--- src/hw/rtl/assert_macros.svh ---
// assertion macros used by the detector top level
// no dependencies
`ifndef ASSERT_MACROS_SVH
`define ASSERT_MACROS_SVH

// implication checked on every rising clock edge outside reset
`define ASSERT_IMPL(label, clk, rst_n, ante, cons) \
    label: assert property (@(posedge clk) disable iff (!rst_n) (ante) |-> (cons)) \
        else $error("assertion failed");

// implication whose consequent is checked in the cycle after the antecedent
`define ASSERT_NEXT(label, clk, rst_n, ante, cons) \
    label: assert property (@(posedge clk) disable iff (!rst_n) (ante) |=> (cons)) \
        else $error("assertion failed");

`endif

--- src/hw/rtl/tsod_pkg.sv ---
// types and constants for the two-sigma outlier detector
// no dependencies
package tsod_pkg;

    typedef enum logic [3:0] {
        ST_LOAD,
        ST_DIV,
        ST_FIX,
        ST_SQ_RD,
        ST_SQ_ACC,
        ST_VDIV,
        ST_SQRT,
        ST_OUT_RD,
        ST_OUT
    } state_t;

    localparam int SUM_W    = 22;
    localparam int SUMSQ_W  = 40;

endpackage

--- src/hw/rtl/two_sigma_outlier_detector.sv ---
// two-sigma outlier detector top level
// depends on tsod_pkg and assert_macros.svh
//
// usage: pulse start with sample and last while busy is low; one sample is
// transferred per accepted start. busy stays low while a set is loading, so
// samples can be given every cycle. a sample marked last, or the sample
// that fills the DEPTH-entry store, closes the set and raises busy.
// the block then divides the sum by the count (restoring divider, one bit a
// cycle), reads the store once to sum squared deviations (a read state then
// an accumulate state per sample, one memory read port), divides that sum by
// the count and takes a floor square root. it then reads the store again and
// gives one result per sample on consecutive strobes, index 0 first, with
// final_res on the last one, each result taking a read state then an output
// state. busy drops with the last result.
// the receiver cannot stall: each result is valid for one cycle with strobe.
// reset clears count, sum and control; store contents stay undefined and are
// never read before being written in the current set.
`include "assert_macros.svh"

module two_sigma_outlier_detector #(
    parameter int DEPTH = 64
) (
    input  logic                clk,
    input  logic                rst_n,
    input  logic                start,
    output logic                busy,
    input  logic signed [15:0]  sample,
    input  logic                last,
    output logic                strobe,
    output logic [5:0]          index,
    output logic signed [15:0]  reading,
    output logic                anomaly,
    output logic signed [15:0]  mean,
    output logic [31:0]         variance,
    output logic [15:0]         std_dev,
    output logic                final_res
);

    localparam int AW = (DEPTH > 1) ? $clog2(DEPTH) : 1;
    localparam int CW = $clog2(DEPTH + 1);

    logic signed [15:0] mem [DEPTH];
    logic signed [15:0] rd_data;
    logic [AW-1:0]      rd_addr;

    tsod_pkg::state_t state_reg, state_next;
    logic [CW-1:0]      count_reg, count_next;
    logic signed [tsod_pkg::SUM_W-1:0] sum_reg, sum_next;
    logic [AW-1:0]      ptr_reg, ptr_next;
    logic [6:0]         step_reg, step_next;
    logic [tsod_pkg::SUMSQ_W-1:0] quo_reg, quo_next;
    logic [tsod_pkg::SUMSQ_W:0]   rem_reg, rem_next;
    logic               neg_reg, neg_next;
    logic signed [15:0] mean_reg, mean_next;
    logic [tsod_pkg::SUMSQ_W-1:0] acc_reg, acc_next;
    logic [31:0]        var_reg, var_next;
    logic [33:0]        sq_rem_reg, sq_rem_next;
    logic [15:0]        root_reg, root_next;
    logic               strobe_reg, strobe_next;
    logic [5:0]         index_reg, index_next;
    logic signed [15:0] reading_reg, reading_next;
    logic               anomaly_reg, anomaly_next;
    logic               final_reg, final_next;

    logic               accept;
    logic               wr_en;
    logic signed [16:0] dev;
    logic [16:0]        adev;
    logic [33:0]        sq;
    logic [33:0]        trial;
    logic [tsod_pkg::SUMSQ_W:0] rem_sh;

    assign busy   = (state_reg != tsod_pkg::ST_LOAD);
    assign accept = start && !busy;
    assign wr_en  = accept;

    always_ff @(posedge clk)
    begin
        if (wr_en)
        begin
            mem[count_reg[AW-1:0]] <= sample;
        end
        rd_data <= mem[rd_addr];
    end

    assign rd_addr = ptr_reg;
    assign dev     = 17'(rd_data) - 17'(mean_reg);
    assign adev    = dev[16] ? 17'(-dev) : 17'(dev);
    assign sq      = 34'(adev) * 34'(adev);
    assign rem_sh  = {rem_reg[tsod_pkg::SUMSQ_W-1:0], quo_reg[tsod_pkg::SUMSQ_W-1]};
    assign trial   = {sq_rem_reg[31:0], var_reg[31:30]} - {16'd0, root_reg, 2'b01};

    always_ff @(posedge clk or negedge rst_n)
    begin
        if (!rst_n)
        begin
            state_reg  <= tsod_pkg::ST_LOAD;
            count_reg  <= '0;
            sum_reg    <= '0;
            ptr_reg    <= '0;
            step_reg   <= '0;
            strobe_reg <= 1'b0;
        end
        else
        begin
            state_reg  <= state_next;
            count_reg  <= count_next;
            sum_reg    <= sum_next;
            ptr_reg    <= ptr_next;
            step_reg   <= step_next;
            strobe_reg <= strobe_next;
        end
    end

    always_ff @(posedge clk)
    begin
        quo_reg     <= quo_next;
        rem_reg     <= rem_next;
        neg_reg     <= neg_next;
        mean_reg    <= mean_next;
        acc_reg     <= acc_next;
        var_reg     <= var_next;
        sq_rem_reg  <= sq_rem_next;
        root_reg    <= root_next;
        index_reg   <= index_next;
        reading_reg <= reading_next;
        anomaly_reg <= anomaly_next;
        final_reg   <= final_next;
    end

    always_comb
    begin
        state_next   = state_reg;
        count_next   = count_reg;
        sum_next     = sum_reg;
        ptr_next     = ptr_reg;
        step_next    = step_reg;
        quo_next     = quo_reg;
        rem_next     = rem_reg;
        neg_next     = neg_reg;
        mean_next    = mean_reg;
        acc_next     = acc_reg;
        var_next     = var_reg;
        sq_rem_next  = sq_rem_reg;
        root_next    = root_reg;
        strobe_next  = 1'b0;
        index_next   = index_reg;
        reading_next = reading_reg;
        anomaly_next = anomaly_reg;
        final_next   = final_reg;
        unique case (state_reg)
            tsod_pkg::ST_LOAD:
            begin
                if (accept)
                begin
                    count_next = count_reg + 1'b1;
                    sum_next   = sum_reg + tsod_pkg::SUM_W'(sample);
                    if (last || (count_reg == CW'(DEPTH - 1)))
                    begin
                        neg_next   = sum_next[tsod_pkg::SUM_W-1];
                        quo_next   = sum_next[tsod_pkg::SUM_W-1]
                                     ? -tsod_pkg::SUMSQ_W'(sum_next)
                                     : tsod_pkg::SUMSQ_W'(sum_next);
                        rem_next   = '0;
                        step_next  = 7'(tsod_pkg::SUMSQ_W);
                        state_next = tsod_pkg::ST_DIV;
                    end
                end
            end
            tsod_pkg::ST_DIV,
            tsod_pkg::ST_VDIV:
            begin
                if (rem_sh >= (tsod_pkg::SUMSQ_W + 1)'(count_reg))
                begin
                    rem_next = rem_sh - (tsod_pkg::SUMSQ_W + 1)'(count_reg);
                    quo_next = {quo_reg[tsod_pkg::SUMSQ_W-2:0], 1'b1};
                end
                else
                begin
                    rem_next = rem_sh;
                    quo_next = {quo_reg[tsod_pkg::SUMSQ_W-2:0], 1'b0};
                end
                step_next = step_reg - 1'b1;
                if (step_reg == 7'd1)
                begin
                    state_next = (state_reg == tsod_pkg::ST_DIV)
                                 ? tsod_pkg::ST_FIX : tsod_pkg::ST_SQRT;
                end
            end
            tsod_pkg::ST_FIX:
            begin
                mean_next  = neg_reg ? 16'(-quo_reg) : 16'(quo_reg);
                acc_next   = '0;
                ptr_next   = '0;
                state_next = tsod_pkg::ST_SQ_RD;
            end
            tsod_pkg::ST_SQ_RD:
            begin
                state_next = tsod_pkg::ST_SQ_ACC;
            end
            tsod_pkg::ST_SQ_ACC:
            begin
                acc_next = acc_reg + tsod_pkg::SUMSQ_W'(sq);
                if (CW'(ptr_reg) == count_reg - 1'b1)
                begin
                    quo_next   = acc_next;
                    rem_next   = '0;
                    step_next  = 7'(tsod_pkg::SUMSQ_W);
                    state_next = tsod_pkg::ST_VDIV;
                end
                else
                begin
                    ptr_next   = ptr_reg + 1'b1;
                    state_next = tsod_pkg::ST_SQ_RD;
                end
            end
            tsod_pkg::ST_SQRT:
            begin
                if (step_reg == 7'd0)
                begin
                    var_next    = (quo_reg > 40'hFFFFFFFF) ? 32'hFFFFFFFF : quo_reg[31:0];
                    sq_rem_next = '0;
                    root_next   = '0;
                    step_next   = 7'd16;
                end
                else
                begin
                    if (!trial[33])
                    begin
                        sq_rem_next = trial;
                        root_next   = {root_reg[14:0], 1'b1};
                    end
                    else
                    begin
                        sq_rem_next = {sq_rem_reg[31:0], var_reg[31:30]};
                        root_next   = {root_reg[14:0], 1'b0};
                    end
                    var_next  = {var_reg[29:0], 2'b00};
                    step_next = step_reg - 1'b1;
                    if (step_reg == 7'd1)
                    begin
                        var_next   = (quo_reg > 40'hFFFFFFFF) ? 32'hFFFFFFFF : quo_reg[31:0];
                        ptr_next   = '0;
                        state_next = tsod_pkg::ST_OUT_RD;
                    end
                end
            end
            tsod_pkg::ST_OUT_RD:
            begin
                state_next = tsod_pkg::ST_OUT;
            end
            tsod_pkg::ST_OUT:
            begin
                strobe_next  = 1'b1;
                index_next   = 6'(ptr_reg);
                reading_next = rd_data;
                anomaly_next = ({1'b0, adev} > {1'b0, root_reg, 1'b0});
                final_next   = (CW'(ptr_reg) == count_reg - 1'b1);
                if (final_next)
                begin
                    count_next = '0;
                    sum_next   = '0;
                    state_next = tsod_pkg::ST_LOAD;
                end
                else
                begin
                    ptr_next   = ptr_reg + 1'b1;
                    state_next = tsod_pkg::ST_OUT_RD;
                end
            end
            default:
            begin
                state_next = tsod_pkg::ST_LOAD;
            end
        endcase
    end

    assign strobe    = strobe_reg;
    assign index     = index_reg;
    assign reading   = reading_reg;
    assign anomaly   = anomaly_reg;
    assign mean      = mean_reg;
    assign variance  = var_reg;
    assign std_dev   = root_reg;
    assign final_res = final_reg;

    `ASSERT_IMPL(a_no_accept_busy, clk, rst_n, busy, !accept)
    `ASSERT_IMPL(a_count_bound, clk, rst_n, 1'b1, count_reg <= CW'(DEPTH))
    `ASSERT_NEXT(a_final_idle, clk, rst_n, strobe_next && final_next, !busy)
    `ASSERT_IMPL(a_strobe_busy, clk, rst_n, strobe && !final_res, busy)

endmodule
--- config.mk ---
export PLATFORM = sky130hd
export DESIGN_NAME = two_sigma_outlier_detector
export DESIGN_NICKNAME = d
export VERILOG_FILES = /design/src/hw/rtl/tsod_pkg.sv /design/src/hw/rtl/two_sigma_outlier_detector.sv
export VERILOG_INCLUDE_DIRS = /design/src /design/src/hw/rtl
export SDC_FILE = /design/constraint.sdc
export NUM_CORES = 2
export LEC_CHECK = 0
export BUFFER_PORTS_ARGS = -buffer_cell sky130_fd_sc_hd__buf_2
export CORE_MARGIN = 4
export CORE_UTILIZATION = 60
export CTS_CLUSTER_DIAMETER = 40
export CTS_CLUSTER_SIZE = 24
export DETAILED_ROUTE_END_ITERATION = 12
export PLACE_DENSITY = 0.77
export SYNTH_ARGS = -nofsm -noshare
export SYNTH_HDL_FRONTEND = slang
export SYNTH_SLANG_ARGS = --single-unit
--- constraint.sdc ---
create_clock -name clk -period 24.8 [get_ports clk]
set_clock_uncertainty 0.15 [all_clocks]
set_input_delay 0 -clock clk [delete_from_list [all_inputs] [get_ports clk]]
set_output_delay 0 -clock clk [all_outputs]
set_load 0.05 [all_outputs]
# After elaboration in Yosys (flattened, before gate mapping)
# Memory sizes are Yosys's and may differ from the RTL's. A register that Yosys moved wholly into a read port is not among the register bits.
# Index checks and enable logic that the tools add are counted.
[classes] shift=0 n_addsub=12 bitwise=0 div=0 mul=1 magnitude_cmp=3 reduce_logical=19 muxes=46 n_eq_ne=19
[ops] operator="$mux 40" n=8
[ops] operator="$pmux 40 s3" n=2
[ops] operator="$mux 32" n=4
[ops] operator="$pmux 40 s2" n=1
[ops] operator="$mux 22" n=2
[ops] operator="$pmux 22 s2" n=1
[ops] operator="$mux 7" n=6
[ops] operator="$ge 41x7->1" n=1
[ops] operator="$add 40x34->40" n=1
[ops] operator="$gt 40x32->1 const B" n=1
[ops] operator="$neg 22->40" n=1
[ops] operator="$sub 40x7->40" n=1
[ops] operator="$mul 17x17->34" n=1
[ops] operator="$sub 34x18->34" n=1
[ops] operator="$pmux 4 s8" n=1
[ops] operator="$pmux 7 s4" n=1
[ops] operator="$add 22x16->22" n=1
[ops] operator="$mux 4" n=5
[ops] operator="$mux 6" n=3
[ops] operator="$pmux 6 s3" n=1
[ops] operator="$gt 17x17->1" n=1
[ops] operator="$mux 17" n=1
[ops] operator="$neg 17->17" n=1
[ops] operator="$sub 16x16->17" n=1
[ops] operator="other kinds (28)" n=53
[totals] latch_bits=0 memories=1 out_inout_bits=90 reg_bits=288 in_bits=20 wordCells=119 rom_bits=0 ramBits=1024
[mem_list] memory="mem" depth=64 width=16 rd=1 rd_clocked_by_memory_dff=1 write_ports=1 line_no="two_sigma_outlier_detector.sv:42" source="logic signed [15:0] mem [DEPTH];"

# Depth between registers and ports, before layout
[depth] depth_word=7 depth_mapped=37 ltp_nobuf=36

# Least setup slack after synthesis
# OpenSTA, ideal clock, no wires.
[synth_timing] path_kind="reg-to-reg" startpoint="reg count_reg[1]" endpoint="reg quo_reg[0] in the netlist's numbering, enable pin" path_stages_with_launch=11 required_ns=23.935 t_arrival_ns=9.523 n_path_buf=1 slack_ns=14.412 period_less_slack_ns=10.388 setup_time_ns=0.715 cell_sequence="dfrtp_1 -> clkbuf_1 -> inv_1 -> ha_1 -> nor3b_1 -> nand3_1 -> o21ai_0 -> a31oi_1 -> nor3_1 -> nor2_1 -> nor4_1"
[synth_via] elab_chain_cells=4 word_cells_on_any_way=7 classes_between="1 x add/sub; 4 x eq/ne; 2 x reduce/logical"
[synth_lines] item="start, declared" line_no="two_sigma_outlier_detector.sv:47" source="logic [CW-1:0] count_reg, count_next;"
[synth_lines] item="start signal, assigned" line_no="two_sigma_outlier_detector.sv:107" source="count_reg <= count_next;"
[synth_lines] item="$sub 7x1->7 / $eq 7x6->1 (equally long branches)" line_no="two_sigma_outlier_detector.sv:204, two_sigma_outlier_detector.sv:158"
[synth_lines] item="$eq 6x7->1 / $logic_or 1x1->1 (equally long branches)" line_no="two_sigma_outlier_detector.sv:204, two_sigma_outlier_detector.sv:158"
[synth_lines] item="$ne 2x2->1 (no source line)"
[synth_lines] item="$reduce_and 4->1 (no source line) *"
[synth_lines] item="end signal, assigned" line_no="two_sigma_outlier_detector.sv:117" source="quo_reg <= quo_next;"
[synth_lines] item="end, declared" line_no="two_sigma_outlier_detector.sv:51" source="logic [tsod_pkg::SUMSQ_W-1:0] quo_reg, quo_next;"
# Every way passes the cells marked *; elsewhere a longest branch is shown, timed or not.
# A chain may end at the register's enable or synchronous reset.

# Worst setup path in the final report
[layout_timing] startpoint="reg mean_reg[0] (netlist: mean[0])" endpoint="reg quo_reg[36] in the netlist's numbering, data pin"
[layout_via] elab_chain_cells=7
[layout_lines] item="start, declared" line_no="two_sigma_outlier_detector.sv:54" source="logic signed [15:0] mean_reg, mean_next;"
[layout_lines] item="start signal, assigned" line_no="two_sigma_outlier_detector.sv:120" source="mean_reg <= mean_next;"
[layout_lines] item="$sub 16x16->17 *" line_no="two_sigma_outlier_detector.sv:87" source="assign dev = 17'(rd_data) - 17'(mean_reg);"
[layout_lines] item="$neg 17->17" line_no="two_sigma_outlier_detector.sv:88" source="assign adev = dev[16] ? 17'(-dev) : 17'(dev);"
[layout_lines] item="$mux 17 *" line_no="two_sigma_outlier_detector.sv:88"
[layout_lines] item="$mul 17x17->34 *" line_no="two_sigma_outlier_detector.sv:89" source="assign sq = 34'(adev) * 34'(adev);"
[layout_lines] item="$add 40x34->40 *" line_no="two_sigma_outlier_detector.sv:203" source="acc_next = acc_reg + tsod_pkg::SUMSQ_W'(sq);"
[layout_lines] item="$mux 40 *" line_no="two_sigma_outlier_detector.sv:204" source="if (CW'(ptr_reg) == count_reg - 1'b1)"
[layout_lines] item="$pmux 40 s3 *" line_no="two_sigma_outlier_detector.sv:151" source="unique case (state_reg)"
[layout_lines] item="named net quo_next (one bit)" line_no="two_sigma_outlier_detector.sv:51"
# Mark *: on every way through the listed nets, which the timed path passes. The rest lies on a longest branch. The select of a mux whose other input is x is not followed.

==> metrics.cfg <==
[logic_synthesis]
ys_dominant_reg_cell = sky130_fd_sc_hd__edfxtp_1
synth_xor_area_frac = 0.02469
synth.largest_area_cell = sky130_fd_sc_hd__edfxtp_1
synth_enable_flop_cells = 1265
netlist_top_cells_area = sky130_fd_sc_hd__edfxtp_1, sky130_fd_sc_hd__mux4_2, sky130_fd_sc_hd__fa_1
synthTopCellsByCount = sky130_fd_sc_hd__edfxtp_1, sky130_fd_sc_hd__inv_1, sky130_fd_sc_hd__nor2_1
synth.mux.area_fraction = 0.1195
synth_area_in_simple_gates = 0.06736
synth_area_um2 = 65770
synth.top_cell.area_share = 0.5776
number_of_synthesis_warnings = 0
synthesis.area_per_instance_um2 = 15.19
synth-async-reset-ratio = 0.03539
largest_family_of_logic_cells_by_synthesized_area = multiplexers
synth_seq_cells = 1328
synth_cell_type_count = 100
post_synth_fa_ha_maj_area_fraction = 0.1060
most_frequently_used_cell_type_in_the_post_synthesis_netlist = sky130_fd_sc_hd__edfxtp_1
synth_compound_area_frac = 0.04608
syn_inst = 4329
sequential_area_share_after_synthesis = 0.6003

[routing]
post-route-drc-count = 0
drt_pass1_iterations = 6
vias = 39410
average_wire_per_standard_cell_um = 28.73
drt-total-wl_um = 175200
remaining_antenna_violation_count_after_routing = 0
drt_iter0_markers = 5053
avgViaCountPerCell = 6.462

[setup_path]
slowest_delay_ns = 0.70
rr_startpoint = mean[0]
path_common_cell = sky130_fd_sc_hd__fa_1
cp_data_required_time_ns = 25.16
timing.rr.end = quo_reg[36]
worst-r2r-cell-count = 33
worstSetupEndpointType = flop
cp_num_buf_inv = 4
critPathTopFamily = adder cells
critPathArrivalTime_ns = 10.99
reg2reg_setup_slack_ns = 14.17
critical_path.slowest_cell = sky130_fd_sc_hd__a2111oi_0
start_kind = flop
biggest_fanout_along_the_worst_timing_path = 14
timing.critical_path.from = mean[0]
timing.setup.critical_path_class = flop to flop

[sta]
tightest_slew_ns = 1.243
final_period_minus_worst_setup_slack_ns = 10.63
worst_slack_ns = 14.17
fmaxAchievable_mhz = 94.11
layout_worst_path_cycle_share = 0.4285
final-setup-viol-count = 0
rsz0062_at_grt = false
setup_tns_ns = 0
slew_violations = 0
finalHoldViolCount = 0
max_slew_margin = 0.1683

[worst_hold_path]
hold_depth = 0
hold_path_class = flop to flop
min-delay-start = rd_data[6]
holdPathEnd = reading[6]

[pwr]
p_sw_uw = 1130
ir_drop_worst_case_vdd_mv = 0.06430
p_int_uw = 3807
static-leakage-power_uw = 0.02661
power.density_cell_area_nw_per_um2 = 66.94
comb_power_share = 0.035
power_frac_seq = 0.497
p_clk_frac = 0.467
power_switching_share = 0.2289

[grt]
grt_first_pass_wirelength_um = 262900
grt_usage = 0.3088
number_of_antenna_violations_at_the_first_check_in_global_routing = 20
grt_start_max_net_pins = 163
grt_overflow_total = 0
number_of_global_route_vias_before_repair = 40060

[placement]
detailedPlace.worstSlack_ns = 14.37
routabilityCongestion = 0.9070
post-dp-hpwl_um = 105200
place.port_buffers = 109

[clock_tree]
tritoncts.num_buffers = 145
clock-root-buffer = sky130_fd_sc_hd__clkbuf_16
ctsLongestPathBuffers = 3
cts_setup_buffers = 0
cts_tree = yes
clkSlewWorstSetupHoldPaths_ns = 0.07
clock-sinks = 1328
h-tree-depth = 4
clock_latency_late_sink_ns = 0.76

[finish]
nFillCells = 6892
final_net_count = 4992
largest_reg_flops = 1024
seqCellArea_um2 = 39500
post_route_cells_drive_above_1_share = 0.1867
fin_util = 0.6776
syn_to_final_growth_pct = 12.15
multiInputGateArea_um2 = 24020

[floorplan]
floorplan.initialDensity = 0.6042
core-area_um2 = 108900
placement_rows = 121
io-pin-count = 110
dieHeight_um = 339.1
floorplan.die.width_um = 339.1
fp.dieArea_um2 = 115000

[outcome]
run_status = completed

[job]
maxCapViolCount = 0

[metal layers]
layer | vias to the layer above | routed length [um] | track usage
li1 | 16540 | - | -
met1 | 19890 | 62360 | 0.4069
met2 | 2437 | 84910 | 0.4971
met3 | 533 | 18560 | 0.07162
met4 | 14 | 9297 | 0.1391
met5 | - | 104 | 0
[final cells by class]
class,instances,share of cell area
Antenna cell,10,0.0003392
Clock buffer,157,0.05138
Clock inverter,114,0.01878
Inverter,439,0.02234
Multi-Input combinational cell,2394,0.3256
Sequential cell,1328,0.5355
Tap cell,1414,0.02398
Timing Repair Buffer,243,0.02208
[repair_timing]
| action | in CTS | in global routing |
|---|---|---|
| gates resized for setup | 0 | 0 |
| hold buffers | 21 | 0 |
| hold endpoints to repair | 1104 | 0 |
[metrics by stage]
| step | hold WS (ns) | std cells | cell area (um^2) | total power (uW) |
|---|---|---|---|---|
| 5_1_grt | 0.3109 | 6090 | 73740 | 5081 |
| 2_1_floorplan | -0.4456 | 4339 | 65810 | 2607 |
| 3_5_place_dp | 0.02113 | 5797 | 68350 | 2673 |
| 4_1_cts | 0.3012 | 6089 | 73740 | 4954 |
| 3_3_place_gp | 0.01419 | 5797 | 68350 | 2668 |
| 6_report | 0.3028 | 6099 | 73760 | 4938 |
[cells by family after synthesis]
| logic type | Yosys count |
|---|---|
| other | 2 |
| xor gates and xnor gates | 182 |
| buffers and inverters | 617 |
| AOI/OAI and AO/OA | 463 |
| muxes | 365 |
| DFF | 1328 |
| and+or+nand+nor | 951 |
| adders and majority gates | 421 |
[worst max path at each step]
stage	endpoint	slack, ns	cells after the start
final	quo_reg[36]	14.17	33
after global routing	quo_reg[36]	13.52	33
after CTS	quo_reg[36]	14.35	33
after detailed placement	quo_reg[36]	14.37	33
after global placement	quo_reg[36]	14.75	33
after floorplan	quo_reg[0]	14.41	10
[layout by cell type, fill, tap and decap left out, types with 13 or more instances in the layout]
cell type,Yosys,layout
sky130_fd_sc_hd__inv_8,0,20
sky130_fd_sc_hd__xnor2_1,91,91
sky130_fd_sc_hd__and2_1,40,40
sky130_fd_sc_hd__nor2_1,390,388
sky130_fd_sc_hd__and3_1,23,23
sky130_fd_sc_hd__clkinv_4,0,16
sky130_fd_sc_hd__dfrtp_1,47,43
sky130_fd_sc_hd__mux4_2,336,336
sky130_fd_sc_hd__or3_1,15,15
sky130_fd_sc_hd__inv_1,433,433
sky130_fd_sc_hd__buf_2,26,109
sky130_fd_sc_hd__o21ai_0,86,86
sky130_fd_sc_hd__dlygate4sd3_1,0,21
sky130_fd_sc_hd__fa_1,227,227
sky130_fd_sc_hd__clkbuf_16,0,150
sky130_fd_sc_hd__nand2b_1,29,28
sky130_fd_sc_hd__buf_4,1,111
sky130_fd_sc_hd__nand3_1,62,62
sky130_fd_sc_hd__nor2b_1,19,19
sky130_fd_sc_hd__nor3_1,51,49
sky130_fd_sc_hd__inv_6,0,25
sky130_fd_sc_hd__ha_1,194,194
sky130_fd_sc_hd__xor2_1,87,86
sky130_fd_sc_hd__nor4_1,14,13
sky130_fd_sc_hd__nand4_1,29,29
sky130_fd_sc_hd__a31oi_1,27,27
sky130_fd_sc_hd__a21o_1,47,47
sky130_fd_sc_hd__edfxtp_1,1265,1265
sky130_fd_sc_hd__a21oi_1,138,138
sky130_fd_sc_hd__o21a_1,22,22
sky130_fd_sc_hd__a211oi_1,17,17
sky130_fd_sc_hd__dfxtp_1,16,16
sky130_fd_sc_hd__nand2_1,218,217
sky130_fd_sc_hd__mux2i_1,25,25
sky130_fd_sc_hd__o22ai_1,23,23
[power groups by stage]
stage | registers, uW | clock network, uW | logic (uW)
final | 2460 | 2310 | 175
after global placement | 2500 | 0 | 164
after detailed placement | 2500 | 0 | 168
after floorplan | 2500 | 0 | 102
after global routing | 2450 | 2430 | 192
after CTS | 2460 | 2320 | 173
Note: power is estimated with default switching activity, not from simulation.
